--- src/rtl/core/fpa_div_step.sv ---
// One restoring-division step: shifts in one numerator bit, one quotient bit out.
// No dependencies.
`timescale 1ns / 1ps

module fpa_div_step #(
	parameter int NW = 40
) (
	input  logic [31:0]   rem,
	input  logic [NW-1:0] num,
	input  logic [NW-1:0] quo,
	input  logic [31:0]   den,
	output logic [31:0]   rem_next,
	output logic [NW-1:0] num_next,
	output logic [NW-1:0] quo_next
);

	logic [32:0] trial;
	logic [32:0] diff;
	logic        fits;

	// trial subtract of the divisor
	always_comb begin
		trial    = {rem, num[NW-1]};
		diff     = trial - {1'b0, den};
		fits     = trial >= {1'b0, den};
		rem_next = fits ? diff[31:0] : trial[31:0];
		num_next = {num[NW-2:0], 1'b0};
		quo_next = {quo[NW-2:0], fits};
	end

endmodule

--- config.mk ---
export PLATFORM = sky130hd
export DESIGN_NAME = fpa_div_step
export DESIGN_NICKNAME = d
export VERILOG_FILES = /design/src/rtl/core/fpa_div_step.sv
export SDC_FILE = /design/constraint.sdc
export NUM_CORES = 1
export LEC_CHECK = 0
export BUFFER_PORTS_ARGS = -buffer_cell sky130_fd_sc_hd__buf_2
export CAP_MARGIN = 5
export CORE_AREA = 2 2 100 102
export DETAILED_ROUTE_END_ITERATION = 6
export DIE_AREA = 0 0 102 104
export GPL_ROUTABILITY_DRIVEN = 1
export MAX_ROUTING_LAYER = met4
export PLACE_DENSITY = 0.78
export SYNTH_ARGS = -nofsm -noshare
export SYNTH_HDL_FRONTEND = slang
export SYNTH_SLANG_ARGS = --single-unit
--- constraint.sdc ---
create_clock -name vclk -period 4.3
set_clock_uncertainty 0.1 [all_clocks]
set_input_delay 0.43 -clock vclk [all_inputs]
set_output_delay 0.43 -clock vclk [all_outputs]
set_load 0.01 [all_outputs]
## After elaboration in Yosys (flattened, before gate mapping)

Index checks and enable logic that the tools add are counted.

| storage, ports and cells | value |
|---|---|
| flip-flop bits (word level) | 0 |
| bits of input ports | 144 |
| output and inout bits | 112 |
| word-level logic and storage cells | 3 |

| operators by class | value |
|---|---|
| add/sub/neg operators | 1 |
| $lt $le $gt $ge | 1 |
| multiplexer cells | 1 |

Operator list:

| cell | count |
|---|---|
| $ge 33x32->1 | 1 |
| $mux 32 | 1 |
| $sub 32x32->32 | 1 |

## Depth between registers and ports, before layout

| logic depth | value |
|---|---|
| depth after elaboration | 2 |
| gate-level depth with buffers | 14 |
| mapped depth without buffers | 11 |

## Worst setup path after synthesis

No wires, ideal clock.

| path | value |
|---|---|
| path kind | input -> output |
| start point | input den[7] |
| end point | output rem_next[21] |
| data arrival time | 2.834 ns |
| data required time | 3.770 ns |
| slack | 0.936 ns |
| cell stages on the path | 13 |
| buffers on the path | 2 |
| cell sequence | inv_1 > ha_1 > a21oi_2 > a211oi_1 > or3_4 > nor4b_4 > o21ai_2 > a31oi_4 > o21a_4 > inv_2 > buf_6 > buf_12 > mux2_4 |

| on the way | value |
|---|---|
| longest elaborated chain between the ends | 2 |
| elaborated cells on any way between the ends | 3 |
| classes of those cells | add/sub (1); order compare (1); mux (1) |

Ends and longest elaborated chain:

| element | line | source |
|---|---|---|
| from (decl) | 11 | `input logic [31:0] den,` |
| $ge 33x32->1 | 25 | `fits = trial >= {1'b0, den};` |
| named net fits | 19 | `logic fits;` |
| $mux 32 | 26 | `rem_next = fits ? diff[31:0] : trial[31:0];` |
| to (decl) | 12 | `output logic [31:0] rem_next,` |

The timed path passes the listed nets, and every way through them passes these cells.

## Worst setup path in the final report

| path | value |
|---|---|
| start point | input rem[9] |
| end point | output rem_next[19] |

| on the way | value |
|---|---|
| longest elaborated chain between the ends | 2 |
| elaborated cells on any way between the ends | 3 |
| classes of those cells | add/sub (1); order compare (1); mux (1) |

Ends and longest elaborated chain:

| element | line | source |
|---|---|---|
| from (decl) | 8 | `input logic [31:0] rem,` |
| $sub 32x32->32 / $ge 33x32->1 (equally long branches) | 24, 25 |  |
| $mux 32 * | 26 |  |

Every way passes the cells marked *; elsewhere a longest branch is shown, timed or not.

==> impl_metrics.ini <==
[sta]
setup_viol = 0
relSlewSlack_pct = 61.1
rsz0062_at_grt = no
tightest_slew_ns = 0.576
hold_viol_final = 0
period_minus_slack_ns = 3.88
finalCritPeriodShare_pct = 90.2
final_max_slew_viol_count = 0
fmax_mhz = 258
tns_ns = 0

[worst_setup_path]
path_class = in -> out
cp_max_fo = 15
crit_buf_inv = 4
slowest_delay_ns = 0.41
crit_family = compound AO/OA/AOI/OAI gates
cp-start-kind = input pin
cp.required_ns = 3.77
path_cells = buf_2 -> ha_1 -> nand4_1 -> nor3_1 -> o211ai_1 -> nor4b_4 -> o21ai_2 -> a31oi_4 -> o21a_4 -> inv_2 -> buf_4 -> mux2_2 -> buf_2
slowest_stage = ha_1
crit_path_frequent_cell = buf_2
crit_arrival_ns = 3.35
cp-end-kind = primary output

[power]
pwr-share-comb_pct = 100.0
leakagePower_nw = 1.52
sw_frac_of_total_pct = 51.4
clockPowerShare_pct = 0
internal-power_mw = 0.254
power_frac_seq_pct = 0
vdd_drop_max_mv = 0.0594
power.switching_mw = 0.268
power_density_mw_per_mm2 = 177

[placement]
dp_cells = 546
hpwl_mm = 6.31
io_buffers = 98
globalplace.congestion = 0.830

[grt]
grt_start_max_net_pins = 16
first_global_vias = 2612
track_usage_pct = 13.3
grt_antenna_before_repair = 0
overflow = 0
grt_pass1_wl_mm = 11.6

[finish]
antenna_cells = 0
drive_above_1_share_pct = 34.6
nets = 592
nClkBuffers = 0
final_cells = 546
fillers = 1093
seqCellArea_um2 = 0
final_core_util_pct = 30.9
area_delta_synth_final_pct = 0.384
nFlopsAndLatches = 0

[route]
vias = 2679
drt_iter0_drc = 129
wl_per_cell_um = 13.3
drtAntennaViolNets = 0
drtPass1Iterations = 4
vias_per_cell = 4.91
drc = 0
drt-total-wl_mm = 7.28

[logic_synthesis]
synth_area_leader_cell = buf_4
ys_top_cells_by_count = 80 x buf_4, 40 x inv_1, 32 x ha_1
synth.area.top_cells = buf_4 20%, ha_1 14%, mux2_2 7.7%
ys_warn_count = 0
yosysMostFrequentCell = buf_4
synth_top_area_share_pct = 20.5
synth_cell_types = 52
synth.avg_cell_area_um2 = 7.27
ys_seq_area_share_pct = 0
syn_inst = 404
syn_area_mm2 = 0.00294
synth_nets = 581

[die]
dieArea_mm2 = 0.0106
die_y_um = 104
num_io_pins = 256
dieWidth_um = 102
core-area_mm2 = 0.00955
start_util_pct = 30.7
rows = 36

[min_path]
holdPathStages = 0
min_to = num_next[14]
min_from = num[13]
worstHoldPathType = in -> out

[clock_tree]
cts_setup_buffers = 0
postCtsHoldBufs = 0
ctsResizeCount = 0

[flow_run]
max_cap_viol_count = 0

[run_status]
status = completed
==> cell usage in the layout (no fill, tap or decap), types with 2 or more instances in the layout <==
cell / count
mux2_2: 20
ha_1: 32
nand4_1: 9
buf_2: 98
o41ai_1: 2
a211oi_1: 3
o2111ai_1: 2
mux2_4: 9
nand3_1: 7
nor2_1: 23
o21ai_0: 13
xnor2_1: 18
a21oi_1: 26
buf_4: 4
mux2i_1: 3
o211ai_1: 3
nor4_1: 2
a221oi_1: 2
o21bai_1: 4
nor2b_1: 6
a21boi_0: 3
nor3b_1: 3
a21o_1: 9
and3_1: 3
a31o_2: 3
nor3_1: 6
and2_1: 2
nand2_1: 24
xor2_1: 8
inv_1: 40
o21a_1: 4
a31oi_1: 5
==> power groups by stage <==
| stage | combinational (mW) | sequential [mW] | clock (mW) |
|---|---|---|---|
| final | 0.522 | 0 | 0 |
| after global routing | 0.575 | 0 | 0 |
| after CTS | 0.526 | 0 | 0 |
| after detailed placement | 0.523 | 0 | 0 |
| after global placement | 0.519 | 0 | 0 |
| after floorplan | 0.444 | 0 | 0 |
==> per-layer routing <==
layer	up-vias	track usage [%]	part of all wire (%)	wire, um
met5	-	-	0	0
met4	0	4.48	4.2	307
met3	38	0.874	6.4	469
met2	117	23.5	48	3510
met1	1183	15.6	41	3000
li1	1341	-	-	-
==> logic make-up (layout without fill, tap and decap cells) <==
kind of cell               Yosys count  in the layout  synth area share [%]
other                                1              1                 0.128
adders and majority gates           33             33                  14.3
xor gates and xnor gates            26             26                  7.76
buffers and inverters              134            143                  28.3
and+or+nand+nor                     89             89                  15.4
muxes                               32             32                  13.3
AOI/OAI and AO/OA                   89             89                  20.8
==> worst max path at each step <==
stage          startpoint      endpoint  cells after the start
2_1_floorplan      den[7]  rem_next[21]                     13
3_3_place_gp       rem[9]  rem_next[16]                     13
3_5_place_dp      rem[10]  rem_next[19]                     13
4_1_cts           rem[10]  rem_next[19]                     13
5_1_grt           den[11]  rem_next[19]                     14
6_report           rem[9]  rem_next[19]                     13
==> area by class of cell <==
class	count	area, um2	area share [%]
timing repair buffer	102	520	17.7
inverter	41	154	5.22
multi-input combinational	270	2110	71.5
tap	133	166	5.65
==> metrics by stage <==
| stage | power, mW | hold slack (ns) | instance area [um2] | setup WS [ns] |
|---|---|---|---|---|
| 2_1_floorplan | 0.444 | 0.852 | 2940 | 0.936 |
| 3_5_place_dp | 0.523 | 0.760 | 2950 | 0.387 |
| 4_1_cts | 0.526 | 0.760 | 2950 | 0.383 |
| 5_1_grt | 0.575 | 0.760 | 2950 | 0.200 |
| 6_report | 0.522 | 0.760 | 2950 | 0.420 |
| 3_3_place_gp | 0.519 | 0.760 | 2950 | 0.435 |
No activity file was read; power rests on OpenSTA's default activity.
